### config.mk
export PLATFORM = sky130hd
export DESIGN_NAME = base64_encoder_line_wrap
export DESIGN_NICKNAME = d
export VERILOG_FILES = /design/src/hw/rtl/b64lw_pkg.sv /design/src/hw/rtl/b64lw_front.sv /design/src/hw/rtl/b64lw_fifo.sv /design/src/hw/rtl/b64lw_back.sv /design/src/hw/rtl/base64_encoder_line_wrap.sv
export VERILOG_INCLUDE_DIRS = /design/src /design/src/hw/rtl
export SDC_FILE = /design/constraint.sdc
export NUM_CORES = 1
export LEC_CHECK = 0
export ABC_AREA = 1
export BUFFER_PORTS_ARGS = -buffer_cell sky130_fd_sc_hd__clkbuf_2
export CELL_PAD_IN_SITES_DETAIL_PLACEMENT = 1
export CELL_PAD_IN_SITES_GLOBAL_PLACEMENT = 1
export CORE_ASPECT_RATIO = 1.75
export CORE_UTILIZATION = 43
export DETAILED_ROUTE_END_ITERATION = 8
export PLACE_DENSITY = 0.78
export SLEW_MARGIN = 20
export SYNTH_ARGS = -nofsm -noshare
export SYNTH_HDL_FRONTEND = slang
export SYNTH_HIERARCHICAL = 1
export SYNTH_SLANG_ARGS = --single-unit
export TNS_END_PERCENT = 10
### constraint.sdc
create_clock -name i_clk -period 2.4 [get_ports i_clk]
set_input_delay 0.12 -clock i_clk [delete_from_list [all_inputs] [get_ports i_clk]]
set_output_delay 0.12 -clock i_clk [all_outputs]
set_load 0.05 [all_outputs]
### src/hw/rtl/base64_encoder_line_wrap_defines.svh
// Assertion macros for the encoder modules; b64lw_back is the only one that uses them.
`ifndef BASE64_ENCODER_LINE_WRAP_DEFINES_SVH
`define BASE64_ENCODER_LINE_WRAP_DEFINES_SVH

`ifndef SYNTHESIS
`define B64LW_ASSERT(label, clk, rst_n, prop, msg) \
    label: assert property (@(posedge clk) disable iff (!rst_n) prop) else $error(msg);
`define B64LW_ASSERT_ALWAYS(label, clk, prop, msg) \
    label: assert property (@(posedge clk) prop) else $error(msg);
`else
`define B64LW_ASSERT(label, clk, rst_n, prop, msg)
`define B64LW_ASSERT_ALWAYS(label, clk, prop, msg)
`endif

`endif

### src/hw/rtl/b64lw_pkg.sv
package b64lw_pkg;

    localparam int LineLenW = 10;
    localparam logic [LineLenW-1:0] LineLengthReset = 10'd76;
    localparam int QueueDepth = 2;

    localparam logic [7:0] PadChar = 8'd61;
    localparam logic [7:0] NewlineChar = 8'd10;

    // One input byte turns into one to four characters.
    typedef struct packed {
        logic [3:0][7:0] chars;
        logic [1:0]      last_idx;
        logic            last;
    } t_bundle;

    function automatic logic [7:0] encode_sextet(input logic [5:0] v);
        logic [7:0] c;
        if (v < 6'd26) begin
            c = 8'd65 + {2'b00, v};
        end else if (v < 6'd52) begin
            c = 8'd71 + {2'b00, v};
        end else if (v < 6'd62) begin
            c = {2'b00, v} - 8'd4;
        end else if (v == 6'd62) begin
            c = 8'd43;
        end else begin
            c = 8'd47;
        end
        return c;
    endfunction

endpackage

### src/hw/rtl/b64lw_front.sv
module b64lw_front (
    input  logic                i_clk,
    input  logic                i_rst_n,
    input  logic                i_accept,
    input  logic [7:0]          i_data_byte,
    input  logic                i_last_byte,
    output b64lw_pkg::t_bundle  o_bundle
);

    typedef enum logic [1:0] {
        PH_FIRST  = 2'd0,
        PH_SECOND = 2'd1,
        PH_THIRD  = 2'd2
    } t_phase_e;

    t_phase_e   r_phase, n_phase;
    logic [3:0] r_held, n_held;

    always_comb begin
        o_bundle = '0;
        n_phase  = r_phase;
        n_held   = r_held;
        o_bundle.last = i_last_byte;
        unique case (r_phase)
            PH_SECOND: begin
                o_bundle.chars[0] = b64lw_pkg::encode_sextet({r_held[1:0], i_data_byte[7:4]});
                o_bundle.chars[1] = b64lw_pkg::encode_sextet({i_data_byte[3:0], 2'b00});
                o_bundle.chars[2] = b64lw_pkg::PadChar;
                o_bundle.last_idx = i_last_byte ? 2'd2 : 2'd0;
                n_held  = i_data_byte[3:0];
                n_phase = PH_THIRD;
            end
            PH_THIRD: begin
                o_bundle.chars[0] = b64lw_pkg::encode_sextet({r_held, i_data_byte[7:6]});
                o_bundle.chars[1] = b64lw_pkg::encode_sextet(i_data_byte[5:0]);
                o_bundle.last_idx = 2'd1;
                n_held  = 4'd0;
                n_phase = PH_FIRST;
            end
            default: begin
                o_bundle.chars[0] = b64lw_pkg::encode_sextet(i_data_byte[7:2]);
                o_bundle.chars[1] = b64lw_pkg::encode_sextet({i_data_byte[1:0], 4'b0000});
                o_bundle.chars[2] = b64lw_pkg::PadChar;
                o_bundle.chars[3] = b64lw_pkg::PadChar;
                o_bundle.last_idx = i_last_byte ? 2'd3 : 2'd0;
                n_held  = {2'b00, i_data_byte[1:0]};
                n_phase = PH_SECOND;
            end
        endcase
        if (i_last_byte) begin
            n_held  = 4'd0;
            n_phase = PH_FIRST;
        end
    end

    always_ff @(posedge i_clk) begin
        if (!i_rst_n) begin
            r_phase <= PH_FIRST;
            r_held  <= 4'd0;
        end else if (i_accept) begin
            r_phase <= n_phase;
            r_held  <= n_held;
        end
    end

endmodule

### src/hw/rtl/b64lw_fifo.sv
module b64lw_fifo #(
    parameter int DEPTH = b64lw_pkg::QueueDepth
) (
    input  logic                i_clk,
    input  logic                i_rst_n,
    input  logic                i_push,
    input  b64lw_pkg::t_bundle  i_wdata,
    output logic                o_full,
    input  logic                i_pop,
    output b64lw_pkg::t_bundle  o_rdata,
    output logic                o_empty
);

    localparam int AW = (DEPTH > 1) ? $clog2(DEPTH) : 1;

    b64lw_pkg::t_bundle r_slot [DEPTH];
    logic [AW-1:0]      r_wr_ptr, r_rd_ptr;
    logic [AW:0]        r_count;
    logic               do_push, do_pop;

    assign o_full  = (r_count == (AW+1)'(DEPTH));
    assign o_empty = (r_count == '0);
    assign do_push = i_push && !o_full;
    assign do_pop  = i_pop && !o_empty;
    assign o_rdata = r_slot[r_rd_ptr];

    always_ff @(posedge i_clk) begin
        if (do_push) begin
            r_slot[r_wr_ptr] <= i_wdata;
        end
    end

    always_ff @(posedge i_clk) begin
        if (!i_rst_n) begin
            r_wr_ptr <= '0;
            r_rd_ptr <= '0;
            r_count  <= '0;
        end else begin
            if (do_push) begin
                r_wr_ptr <= (r_wr_ptr == AW'(DEPTH-1)) ? '0 : r_wr_ptr + 1'b1;
            end
            if (do_pop) begin
                r_rd_ptr <= (r_rd_ptr == AW'(DEPTH-1)) ? '0 : r_rd_ptr + 1'b1;
            end
            if (do_push && !do_pop) begin
                r_count <= r_count + 1'b1;
            end else if (do_pop && !do_push) begin
                r_count <= r_count - 1'b1;
            end
        end
    end

endmodule

### src/hw/rtl/b64lw_back.sv
`include "base64_encoder_line_wrap_defines.svh"

module b64lw_back (
    input  logic                                i_clk,
    input  logic                                i_rst_n,
    input  logic [b64lw_pkg::LineLenW-1:0]      i_line_length,
    input  logic                                i_bundle_empty,
    input  b64lw_pkg::t_bundle                  i_bundle,
    output logic                                o_bundle_pop,
    input  logic                                i_pop,
    output logic                                o_empty,
    output logic [7:0]                          o_out_char,
    output logic                                o_last_char
);

    logic [1:0]                     r_idx;
    logic                           r_nl_done;
    logic [b64lw_pkg::LineLenW-1:0] r_line_count;
    logic                           r_out_valid;
    logic [7:0]                     r_out_char;
    logic                           r_out_last;

    logic advance, emit, need_nl, is_final, emit_nl, emit_char, emit_last;

    assign advance   = !r_out_valid || i_pop;
    assign emit      = advance && !i_bundle_empty;
    assign need_nl   = (i_line_length != '0) && (r_line_count == i_line_length) && !r_nl_done;
    assign is_final  = (r_idx == i_bundle.last_idx);
    assign emit_nl   = emit && need_nl;
    assign emit_char = emit && !need_nl;
    assign emit_last = emit_char && is_final && i_bundle.last;

    assign o_bundle_pop = emit_char && is_final;
    assign o_empty      = !r_out_valid;
    assign o_out_char   = r_out_char;
    assign o_last_char  = r_out_last;

    always_ff @(posedge i_clk) begin
        if (emit_nl) begin
            r_out_char <= b64lw_pkg::NewlineChar;
            r_out_last <= 1'b0;
        end else if (emit_char) begin
            r_out_char <= i_bundle.chars[r_idx];
            r_out_last <= is_final && i_bundle.last;
        end
    end

    always_ff @(posedge i_clk) begin
        if (!i_rst_n) begin
            r_out_valid  <= 1'b0;
            r_idx        <= 2'd0;
            r_nl_done    <= 1'b0;
            r_line_count <= '0;
        end else begin
            if (advance) begin
                r_out_valid <= !i_bundle_empty;
            end
            if (emit_nl) begin
                r_nl_done    <= 1'b1;
                r_line_count <= b64lw_pkg::LineLenW'(1);
            end else if (emit_char) begin
                r_nl_done <= 1'b0;
                r_idx     <= is_final ? 2'd0 : r_idx + 2'd1;
                if (is_final && i_bundle.last) begin
                    r_line_count <= '0;
                end else if (!r_nl_done) begin
                    r_line_count <= r_line_count + 1'b1;
                end
            end
        end
    end

    `B64LW_ASSERT(a_idx_in_bundle, i_clk, i_rst_n, !i_bundle_empty |-> r_idx <= i_bundle.last_idx, "Character index ran past the end of its bundle.")
    `B64LW_ASSERT(a_count_after_nl, i_clk, i_rst_n, emit_nl |=> (r_line_count == 1 && r_nl_done), "Line count is not one after a newline.")
    `B64LW_ASSERT(a_count_after_last, i_clk, i_rst_n, emit_last |=> (r_line_count == 0 && r_out_last && r_out_valid), "Line count did not restart after the final character.")

endmodule

### src/hw/rtl/base64_encoder_line_wrap.sv
// Base64 encoder with line wrapping. An accepted byte's bundle is written into the queue, and
// its characters are then registered in the output stage, which waits for the consumer's pop.
// Throughput: one character or newline per cycle from the output stage while pop drains it,
// so a byte yields up to eight outputs (four characters, each after a newline at line length one).
// Reset (synchronous, active low) clears the queue and group state, line length 76.
module base64_encoder_line_wrap #(
    parameter int QUEUE_DEPTH = b64lw_pkg::QueueDepth
) (
    input  logic                           i_clk,
    input  logic                           i_rst_n,
    input  logic                           i_cfg_we,
    input  logic [b64lw_pkg::LineLenW-1:0] i_cfg_data,
    input  logic                           push,
    output logic                           full,
    input  logic [7:0]                     i_data_byte,
    input  logic                           i_last_byte,
    output logic                           empty,
    input  logic                           pop,
    output logic [7:0]                     o_out_char,
    output logic                           o_last_char
);

    logic [b64lw_pkg::LineLenW-1:0] r_line_length;
    b64lw_pkg::t_bundle             front_bundle, queue_bundle;
    logic                           accept, queue_empty, queue_pop;

    assign accept = push && !full;

    always_ff @(posedge i_clk) begin
        if (!i_rst_n) begin
            r_line_length <= b64lw_pkg::LineLengthReset;
        end else if (i_cfg_we) begin
            r_line_length <= i_cfg_data;
        end
    end

    b64lw_front u_front (
        .i_clk       (i_clk),
        .i_rst_n     (i_rst_n),
        .i_accept    (accept),
        .i_data_byte (i_data_byte),
        .i_last_byte (i_last_byte),
        .o_bundle    (front_bundle)
    );

    b64lw_fifo #(
        .DEPTH (QUEUE_DEPTH)
    ) u_fifo (
        .i_clk   (i_clk),
        .i_rst_n (i_rst_n),
        .i_push  (push),
        .i_wdata (front_bundle),
        .o_full  (full),
        .i_pop   (queue_pop),
        .o_rdata (queue_bundle),
        .o_empty (queue_empty)
    );

    b64lw_back u_back (
        .i_clk          (i_clk),
        .i_rst_n        (i_rst_n),
        .i_line_length  (r_line_length),
        .i_bundle_empty (queue_empty),
        .i_bundle       (queue_bundle),
        .o_bundle_pop   (queue_pop),
        .i_pop          (pop),
        .o_empty        (empty),
        .o_out_char     (o_out_char),
        .o_last_char    (o_last_char)
    );

endmodule
==> results.cfg, run 1 <==
[yosys]
synth-seq-cells = 114
async_reset_ff_share_pct = 0
synth_edf_count = 70
synth_compound_area_share_pct = 8.34
synth.area.mux_share_pct = 6.67
yosysSeqAreaShare_pct = 39.3
synth.avg_cell_area_sq_um = 7.89
synth_xor_area_share_pct = 1.37
synthSimpleGateAreaFrac_pct = 29.4
synth_ff_type = edfxtp_1
syn-instance-count = 962
ys_warn_count = 6
synth_cell_types = 50
netlist_area_sq_um = 7590
synth_fa_ha_area_share_pct = 3.79
synth_top_family_by_area = simple AND/OR/NAND/NOR gates

[timing]
period_share_pct = 89.1
worst_slew_pin_slew_ps = 522
whs_ps = 78.6
setup_violations = 0
max_freq_ghz = 0.467
skew_ps = 7.24
min_period_ps = 2140
drv_slew = 0
relSlewSlack_pct = 65.2
rsz0062_at_grt = false
final.setup.tns_ps = 0
finalHoldViolations = 0

[clocking]
worstSkewPairLatency_ps = 410
cts_setup_buffers = 0
clk_pin_slew_worst_paths_ps = 60
clockBufferDepth = 2
tritoncts = built
root_buffer = clkbuf_16
cts_buffers = 17
clock_sinks = 114
htree_levels = 4

[worst_setup_path]
crit_buf_inv = 5
cpPeakStageDelay_ps = 420
cp_max_fo = 4
cp_slowest_cell = dfxtp_1
cp-start-kind = flip-flop
crit_path_frequent_cell = nor2_1
path_class = flip-flop to flip-flop
worstSetupEndpointType = flip-flop
worstPathArrival_ps = 2490
path_cells = inv_1, nor2_1, nor2_1, nand2_1, nor2_1, nand2_2, nand2_2, nor2_1, inv_1, nor2_1, inv_1, ha_1, inv_1, nand3_1, nand2_1, inv_1, nor2_1
path_delay_family = simple AND/OR/NAND/NOR gates
worstPathRequired_ps = 2750

[final_layout]
n_fill_cell = 2155
diodes = 0
drive_gt1_share_pct = 19.1
syn2layout_area_growth_pct = 13.3
layout.nets = 1059
final_cell_mix = nand2_1 (277), nor2_1 (102), inv_1 (90)
post-route-util_pct = 50.3
layout_commonest_cell = nand2_1
final_area_sq_um = 8610

[routing]
wirelength_mm = 22.7
via_per_inst = 5.27
route.detailed.drc = 0
wl_per_cell_microns = 18.1
dr.pass1.iters = 4
route.vias.total = 6603
ant_nets = 0
drtIter0Drc = 215

[global_route]
antenna_found_initial = 0
grt_max_degree = 36
grt_usage_pct = 26.5
grt_pass1_vias = 6915
grt_overflow_total = 0
grt_pass1_wl_mm = 35.5

[status]
status = completed

[power]
power.density_nw_per_um2 = 855
p_switching_w = 0.00261
pwr-share-comb_pct = 29.8
netSwitchingFraction_pct = 35.5
power.internal_w = 0.00475
seqPwrFrac_pct = 35.0
ir_drop_v = 0.000569
p_clk_share_pct = 35.2
leakagePower_nw = 3.81

[floorplanning]
start_util_pct = 44.4
core_region_area_sq_um = 17100
row_count = 63
io_pins = 35
die_x_microns = 102
fp.dieArea_sq_um = 18200
die_height_microns = 178

[place]
gp_congestion = 0.937
place_area_sq_um = 7890
place_hpwl_mm = 17.2
port_buffers = 34

[flow_run]
maxCapViolCount = 0

[hold_path]
hold_path.class = input pin to flip-flop
[power groups by stage]
stage	logic (W)	registers (W)	clock network, W
floorplan	0.00136	0.00282	0
global placement	0.00210	0.00259	0
detailed placement	0.00215	0.00261	0
CTS	0.00220	0.00258	0.00263
global route	0.00239	0.00260	0.00270
finish	0.00220	0.00257	0.00259
[worst reg2reg max path, stage by stage, from the launching register on]
cell and delay (ps):
dfxtp_1 420, inv_1 120, nor2_1 160, nor2_1 90
nand2_1 80, nor2_1 50, nand2_2 90, nand2_2 60
nor2_1 90, inv_1 50, nor2_1 170, inv_1 60
ha_1 300, inv_1 80, nand3_1 70, nand2_1 60
inv_1 40, nor2_1 80
[cells by family after synthesis]
logic type / after synthesis
compound gates: 109
fa+ha+maj: 23
flops: 114
other cells: 1
xor+xnor: 11
buf+inv: 161
mux: 35
simple gates: 508
[repair_timing]
item | 4_1_cts | 5_1_grt
hold buffers | 11 | 0
resized for setup | 0 | 0
hold endpoints to repair | 12 | 0
[path summary, 6_finish.rpt]
check | startpoint | to | slack, ps | depth (start not counted)
max | u_back/r_line_count[1]$_SDFFE_PP0P_ | u_fifo/r_count[1]$_SDFFE_PN0P_ | 260 | 17
min | pop | u_back/r_out_valid$_SDFFE_PN0N_ | 80 | 3
max reg2reg | u_back/r_line_count[1]$_SDFFE_PP0P_ | u_fifo/r_count[1]$_SDFFE_PN0P_ | 260 | 17
min reg2reg | u_back/o_out_char[4]$_SDFFE_PP0P_ | u_back/o_out_char[4]$_SDFFE_PP0P_ | 470 | 2
[metal layers]
| metal | share of wire, % | wire [microns] | GRT usage, % |
|---|---|---|---|
| met1 | 35 | 7860 | 24.0 |
| met2 | 57 | 13000 | 52.2 |
| met3 | 2.0 | 449 | 3.94 |
| met4 | 6.0 | 1360 | 16.5 |
| met5 | 0 | 0 | 0 |
[cell usage after synthesis, types with 3 or more instances]
| master | count | area [sq um] |
|---|---|---|
| dfxtp_1 | 44 | 881 |
| edfxtp_1 | 70 | 2100 |
| o21ai_1 | 7 | 35.0 |
| nand3_2 | 3 | 30.0 |
| nor2_4 | 7 | 78.8 |
| o21ai_0 | 34 | 170 |
| xnor2_1 | 4 | 35.0 |
| a21oi_1 | 41 | 205 |
| o211ai_1 | 6 | 45.0 |
| nor3_1 | 4 | 20.0 |
| nor2_1 | 104 | 390 |
| mux2_2 | 5 | 56.3 |
| buf_2 | 4 | 20.0 |
| inv_2 | 19 | 71.3 |
| xor2_1 | 6 | 52.6 |
| buf_4 | 28 | 210 |
| buf_6 | 7 | 78.8 |
| mux2_4 | 30 | 450 |
| nor2_2 | 4 | 25.0 |
| a32o_1 | 3 | 30.0 |
| nand4_1 | 11 | 68.8 |
| inv_1 | 90 | 338 |
| nand3_1 | 76 | 380 |
| buf_12 | 4 | 80.1 |
| ha_1 | 23 | 288 |
| o22ai_1 | 6 | 37.5 |
| nand2_4 | 4 | 45.0 |
| nand2_2 | 12 | 75.1 |
| nand2_1 | 277 | 1040 |
[sequential cells by signal, summed over array words and instances, names as in the netlist, 2 cells and up, named ones only]
| signal | flops |
|---|---|
| r_line_length | 10 |
| u_back/r_line_count | 10 |
| u_front/r_held | 4 |
| u_back/o_out_char | 8 |
| u_front/r_phase | 2 |
| u_back/r_idx | 2 |
| u_fifo/r_slot | 70 |
| u_fifo/r_count | 2 |
[area by class of cell]
| cell class | count | area, sq um | area share [%] |
|---|---|---|---|
| sequential | 114 | 2980 | 34.7 |
| inverter | 114 | 438 | 5.09 |
| tap | 227 | 284 | 3.30 |
| multi-input combinational | 692 | 3800 | 44.2 |
| clock buffer | 17 | 425 | 4.94 |
| timing repair buffer | 73 | 490 | 5.70 |
| clock inverter | 15 | 183 | 2.12 |
[per-stage QoR]
stage                     total power, W  cells  setup WS [ps]
after floorplan                  0.00418    967           16.1
after global placement           0.00469   1209            322
after detailed placement         0.00476   1209            294
after CTS                        0.00741   1252            262
after global routing             0.00769   1252           50.1
final                            0.00736   1252            261
Note: power is estimated with default switching activity, not from simulation.
==> run 2: changes to the inputs <==
--- a/config.mk
+++ b/config.mk
@@ -11,12 +11,11 @@
 export CELL_PAD_IN_SITES_DETAIL_PLACEMENT = 1
 export CELL_PAD_IN_SITES_GLOBAL_PLACEMENT = 1
 export CORE_ASPECT_RATIO = 1.75
-export CORE_UTILIZATION = 43
+export CORE_UTILIZATION = 41
 export DETAILED_ROUTE_END_ITERATION = 8
-export PLACE_DENSITY = 0.78
+export PLACE_DENSITY = 0.77
 export SLEW_MARGIN = 20
 export SYNTH_ARGS = -nofsm -noshare
 export SYNTH_HDL_FRONTEND = slang
-export SYNTH_HIERARCHICAL = 1
 export SYNTH_SLANG_ARGS = --single-unit
 export TNS_END_PERCENT = 10
==> run 2 against run 1 <==
Via count is 9.8% lower; sequential share of layout area is 2.6 points lower; final area is 22% lower; count of clock-buffer cells in the layout is 8 lower; synthesized area is 22% lower; register-to-register slack worse by 20 ps; critical endpoint is now u_fifo.r_count[1]$_SDFFE_PN0P_; highest routed layer unchanged.
==> results.cfg, run 2 <==
[status]
status = completed

[global_route]
grt.busiest_layer = met2
grt_pass1_vias = 6440
met1_usage_pct = 28.2
grt_max_degree = 22
grt_pass1_wl_mm = 33.2
grt_use_met3_pct = 2.79
antenna_found_initial = 0
grt_usage_pct = 28.8
grt_util_met2_pct = 56.1
grt_overflow_total = 0

[floorplanning]
die_x_microns = 92.8
core_region_area_sq_um = 14000
row_count = 57
fp.dieArea_sq_um = 14900
die_height_microns = 161
io_pins = 35
start_util_pct = 42.3

[timing]
finalHoldViolations = 0
relSlewSlack_pct = 59.2
period_share_pct = 90.1
max_freq_ghz = 0.462
final.setup.tns_ps = 0
min_period_ps = 2160
drv_slew = 0
worst_slew_pin_slew_ps = 608
rsz0062_at_grt = false
setup_violations = 0
skew_ps = 9.15

[yosys]
yosysSeqAreaShare_pct = 36.2
async_reset_ff_share_pct = 0
synth_edf_count = 42
synth_top_area_share_pct = 21.3
synth.most_common_cell = nand2_1
netlist_area_sq_um = 5920
synth_cell_types = 42
synth_top_cells_by_count = nand2_1 (241), nand3_1 (81), inv_1 (72)
synth_ff_type = dfxtp_1
synth-seq-cells = 86
synth.avg_cell_area_sq_um = 7.05
syn-num-nets = 890
yosys.area.top_type = edfxtp_1
syn-instance-count = 839
ys_warn_count = 0
yosys-top-cells-area = edfxtp_1 (21%), nand2_1 (15%), dfxtp_1 (15%)

[clocking]
clockBufferDepth = 2
htree_levels = 3
clk_pin_slew_worst_paths_ps = 70
worstSkewPairLatency_ps = 350
clock_sinks = 86
root_buffer = clkbuf_16
tritoncts = built
cts_setup_buffers = 0
cts_buffers = 9

[worst_setup_path]
cp_slowest_cell = dfxtp_1
worstPathRequired_ps = 2630
crit_path_frequent_cell = nand2_1
path_class = flip-flop to flip-flop
worstPathArrival_ps = 2390
cp-start-kind = flip-flop
worstSetupEndpointType = flip-flop
path_cells = inv_2, nand2_2, nand2_1, nand2_1, nand2_1, nor2_1, buf_4, nand2_4, ha_1, a21oi_1, o21ai_0, o21ai_0, a21oi_1
cp_max_fo = 14
cpPeakStageDelay_ps = 420

[final_layout]
regMostFlops = u_fifo.r_slot
layout_commonest_cell = nand2_1
layout.nets = 938
final_area_sq_um = 6690
reg_top3 = u_fifo.r_slot x42, r_line_length x10, u_back.r_line_count x10
largest_reg_flops = 42
diodes = 0
post-route-util_pct = 47.8
syn2layout_area_growth_pct = 13.0
drive_gt1_share_pct = 13.3
n_fill_cell = 1863
final_cell_mix = nand2_1 (241), nand3_1 (81), inv_1 (72)

[routing]
route.vias.total = 5955
ant_nets = 0
via_per_inst = 5.57
route.detailed.drc = 0
wl_per_cell_microns = 19.2
drtIter0Drc = 252
wirelength_mm = 20.5
dr.pass1.iters = 4

[flow_run]
maxCapViolCount = 0

[hold_path]
hold_path.class = input pin to flip-flop

[power]
power.density_nw_per_um2 = 970
ir_drop_v = 0.000385
leakagePower_nw = 2.99
power_w = 0.00649

[place]
place_area_sq_um = 6360
gp_congestion = 0.984
place_hpwl_mm = 16.4
port_buffers = 34
-- run 2: changes by cell type after synthesis, sizes merged, moves of 11 or more --
cell    before  now
buf         44   24
xor2         6   17
edfxtp      70   42
nand2      293  246
mux2        35    0
nor2       117   77
inv        110   90
a21oi       44   57
o21ai       43   64
-- run 2: repair_timing --
action / in CTS / in global routing
hold buffers: 2 / 0
gates resized for setup: 0 / 1
endpoints found under the setup margin: 0 / 2
hold endpoints to repair: 2 / 0
-- run 2: worst max-delay path, delay by kind of cell, from the launching register on --
family | cells | cell delay (ps)
AO/OA/AOI/OAI | 4 | 500
AND/OR/NAND/NOR | 6 | 490
flip-flops | 1 | 420
buffers and inverters | 2 | 340
adder cells (fa/ha/maj) | 1 | 300
-- run 2: cell type report --
type	count	area (sq um)	share of cell area [%]
clock buffer	9	225	3.37
clock inverter	7	80.1	1.20
inverter	96	360	5.39
timing repair buffer	66	415	6.21
multi-input combinational	628	3240	48.5
sequential	86	2140	32.1
tap	177	221	3.31
-- run 2: path summary, 6_finish.rpt --
| kind | slack (ps) | cells after the start | startpoint | end |
|---|---|---|---|---|
| hold reg to reg | 460 | 2 | u_back.o_out_char[7]$_SDFFE_PP0P_ | u_back.o_out_char[7]$_SDFFE_PP0P_ |
| hold / removal | 6 | 3 | i_cfg_data[6] | r_line_length[6]$_SDFFE_PN1P_ |
| setup reg to reg | 240 | 13 | flip-flop | u_fifo.r_count[1]$_SDFFE_PN0P_ |
| setup / recovery | 240 | 13 | flip-flop | u_fifo.r_count[1]$_SDFFE_PN0P_ |
-- run 2: routing by layer --
layer  part of all wire [%]  vias to the layer above
met5                      0                        -
met4                    6.3                        0
met3                    1.5                       74
met2                     56                      109
met1                     36                     2893
li1                       -                     2879
-- run 2: where the power goes --
part           total [W]  switching (W)  internal (W)
Combinational    0.00292        0.00207      0.000843
Sequential       0.00212       0.000185       0.00193
Clock            0.00146       0.000634      0.000823
-- run 2: logic make-up (layout without fill, tap and decap cells) --
| logic type | after synthesis | after routing | share of synthesized area (%) |
|---|---|---|---|
| simple gates | 426 | 426 | 30.7 |
| compound gates | 156 | 156 | 15.5 |
| buf+inv | 125 | 178 | 9.05 |
| flops | 86 | 86 | 36.2 |
| fa+ha+maj | 27 | 27 | 5.71 |
| xor+xnor | 19 | 19 | 2.81 |
-- run 2: stage by stage --
| stage | hold WS [ps] | cells | setup WS, ps |
|---|---|---|---|
| floorplan | 219 | 839 | 208 |
| finish | 5.82 | 1069 | 238 |
| global placement | 339 | 1051 | 350 |
| CTS | 0.468 | 1069 | 217 |
| detailed placement | 346 | 1051 | 238 |
| global route | 39.6 | 1069 | 101 |
==> run 3: changes to the inputs <==
--- a/config.mk
+++ b/config.mk
@@ -13,7 +13,7 @@
 export CORE_ASPECT_RATIO = 1.75
 export CORE_UTILIZATION = 41
 export DETAILED_ROUTE_END_ITERATION = 8
-export PLACE_DENSITY = 0.77
+export PLACE_DENSITY_LB_ADDON = 0.1
 export SLEW_MARGIN = 20
 export SYNTH_ARGS = -nofsm -noshare
 export SYNTH_HDL_FRONTEND = slang
==> run 3 against run 2 <==
Final area is 0.15% lower; fmax is 3.5% lower; critical path depth is 3 lower; cell count hardly changed; sequential power hardly changed; via count is 2.8% lower; clock power is 6% lower; non-clock buffer count is 1 higher; worst hold slack better by 12 ps.
==> results.cfg, run 3 (synthesis gave the netlist of run 2 again) <==
[power]
leakagePower_nw = 2.99
seqPwrFrac_pct = 33.1
power.density_nw_per_um2 = 954
pwr-share-comb_pct = 45.3
power.internal_w = 0.00354
p_clk_share_pct = 21.5
netSwitchingFraction_pct = 44.4
ir_drop_v = 0.000404
power_w = 0.00637
p_switching_w = 0.00282

[place]
gp_congestion = 0.932
place_hpwl_mm = 16.1
place_area_sq_um = 6370
port_buffers = 34
dp.cells = 1053

[final_layout]
layout_commonest_cell = nand2_1
drive_gt1_share_pct = 13.3
layout.nets = 939
layoutNonFillerInstCount = 1070
largest_reg_flops = 42
regMostFlops = u_fifo.r_slot
final_cell_mix = nand2_1 (241), nand3_1 (81), inv_1 (72)
reg_top3 = u_fifo.r_slot x42, r_line_length x10, u_back.r_line_count x10
syn2layout_area_growth_pct = 12.8
diodes = 0
final_area_sq_um = 6680
post-route-util_pct = 47.8

[worst_setup_path]
r2r-start = u_front.r_held[1]$_SDFFE_PN0P_
ff2ff_path_depth = 10
cp-start-kind = flip-flop
path_class = flip-flop to flip-flop
worstPathArrival_ps = 2310
worstPathRequired_ps = 2470
reg2reg_slack_ps = 160
worstReg2RegEnd = u_fifo.r_slot[1][3]$_DFFE_PP_
cp_max_fo = 9
worstSetupEndpointType = flip-flop

[routing]
dr.pass1.iters = 4
ant_nets = 0
drtIter0Drc = 261
wirelength_mm = 20.1
wl_per_cell_microns = 18.7
route.detailed.drc = 0
route.vias.total = 5786
via_per_inst = 5.41

[clocking]
cts_hold_buf = 1
clock_sinks = 86
cts_setup_buffers = 0
worstSkewPairLatency_ps = 340
clk_pin_slew_worst_paths_ps = 60
root_buffer = clkbuf_16
clockBufferDepth = 2
ctsResizeCount = 0
htree_levels = 3
tritoncts = built
cts_buffers = 9

[global_route]
grt_pass1_wl_mm = 32.4
antenna_found_initial = 0
grt_overflow_total = 0
grt_usage_pct = 28.3
grt_pass1_vias = 6238
grt_max_degree = 22

[timing]
setup_violations = 0
worst_slew_pin_slew_ps = 636
period_share_pct = 93.4
min_period_ps = 2240
finalHoldViolations = 0
final.setup.tns_ps = 0
relSlewSlack_pct = 57.3
drv_slew = 0
max_freq_ghz = 0.446
rsz0062_at_grt = false
skew_ps = 5.71

[floorplanning]
core_region_area_sq_um = 14000
die_x_microns = 92.8
start_util_pct = 42.3
fp.dieArea_sq_um = 14900
die_height_microns = 161
row_count = 57
io_pins = 35

[hold_path]
hold_end = r_line_length[2]$_SDFFE_PN1P_
hold_path.class = input pin to flip-flop
hold_start = i_cfg_data[2]
min_path_cells = 3

[flow_run]
maxCapViolCount = 0

[status]
status = completed
## run 3: worst max-delay path by stage
stage | cells after the start | from | to
global placement | 10 | u_front.r_held[1]$_SDFFE_PN0P_ | u_fifo.r_slot[0][3]$_DFFE_PP_
CTS | 10 | u_front.r_held[1]$_SDFFE_PN0P_ | u_fifo.r_slot[1][3]$_DFFE_PP_
floorplan | 12 | u_back.r_out_valid$_SDFFE_PN0N_ | u_fifo.r_count[1]$_SDFFE_PN0P_
global route | 10 | u_front.r_held[1]$_SDFFE_PN0P_ | u_fifo.r_slot[1][3]$_DFFE_PP_
finish | 10 | u_front.r_held[1]$_SDFFE_PN0P_ | u_fifo.r_slot[1][3]$_DFFE_PP_
detailed placement | 10 | u_front.r_held[1]$_SDFFE_PN0P_ | u_fifo.r_slot[1][3]$_DFFE_PP_
## run 3: metrics by stage
step / setup slack (ps) / hold WS (ps)
after detailed placement: 192 / 343
after CTS: 193 / 13.4
after floorplan: 208 / 219
after global placement: 274 / 349
after global routing: 26.2 / 24.3
final: 159 / 17.7
## run 3: power groups by stage
stage               Clock [W]  Sequential [W]  Combinational (W)
finish                0.00137         0.00211            0.00289
global placement            0         0.00212            0.00278
floorplan                   0         0.00235            0.00182
detailed placement          0         0.00214            0.00289
CTS                   0.00140         0.00211            0.00292
global route          0.00146         0.00214            0.00318
## run 3: metal layers
layer | part of all wire [%] | vias up | global-route usage (%) | wire length (microns)
li1 | - | 2868 | - | -
met1 | 36 | 2767 | 28.4 | 7280
met2 | 56 | 99 | 54.3 | 11300
met3 | 1.7 | 52 | 2.51 | 334
met4 | 5.8 | 0 | 17.5 | 1160
met5 | 0 | - | 0 | 0
## run 3: final cells by class
| cell class | count | area, sq um |
|---|---|---|
| repair buffers | 67 | 420 |
| clock buffers | 11 | 254 |
| flip-flops and latches | 86 | 2140 |
| fillers | 1874 | 7300 |
| multi-input cells | 628 | 3240 |
| clock inverters | 5 | 37.5 |
| well taps | 177 | 221 |
| inverters | 96 | 360 |
## run 3: critical path, cell delays in order (launching register included)
cell and delay [ps]:
dfxtp_1 500, inv_1 220, ha_1 250, nand3_1 100, nand3_2 190, inv_2 200
o21ai_0 90, nand3_1 80, o21ai_0 140, nand2_1 90, o21ai_0 110
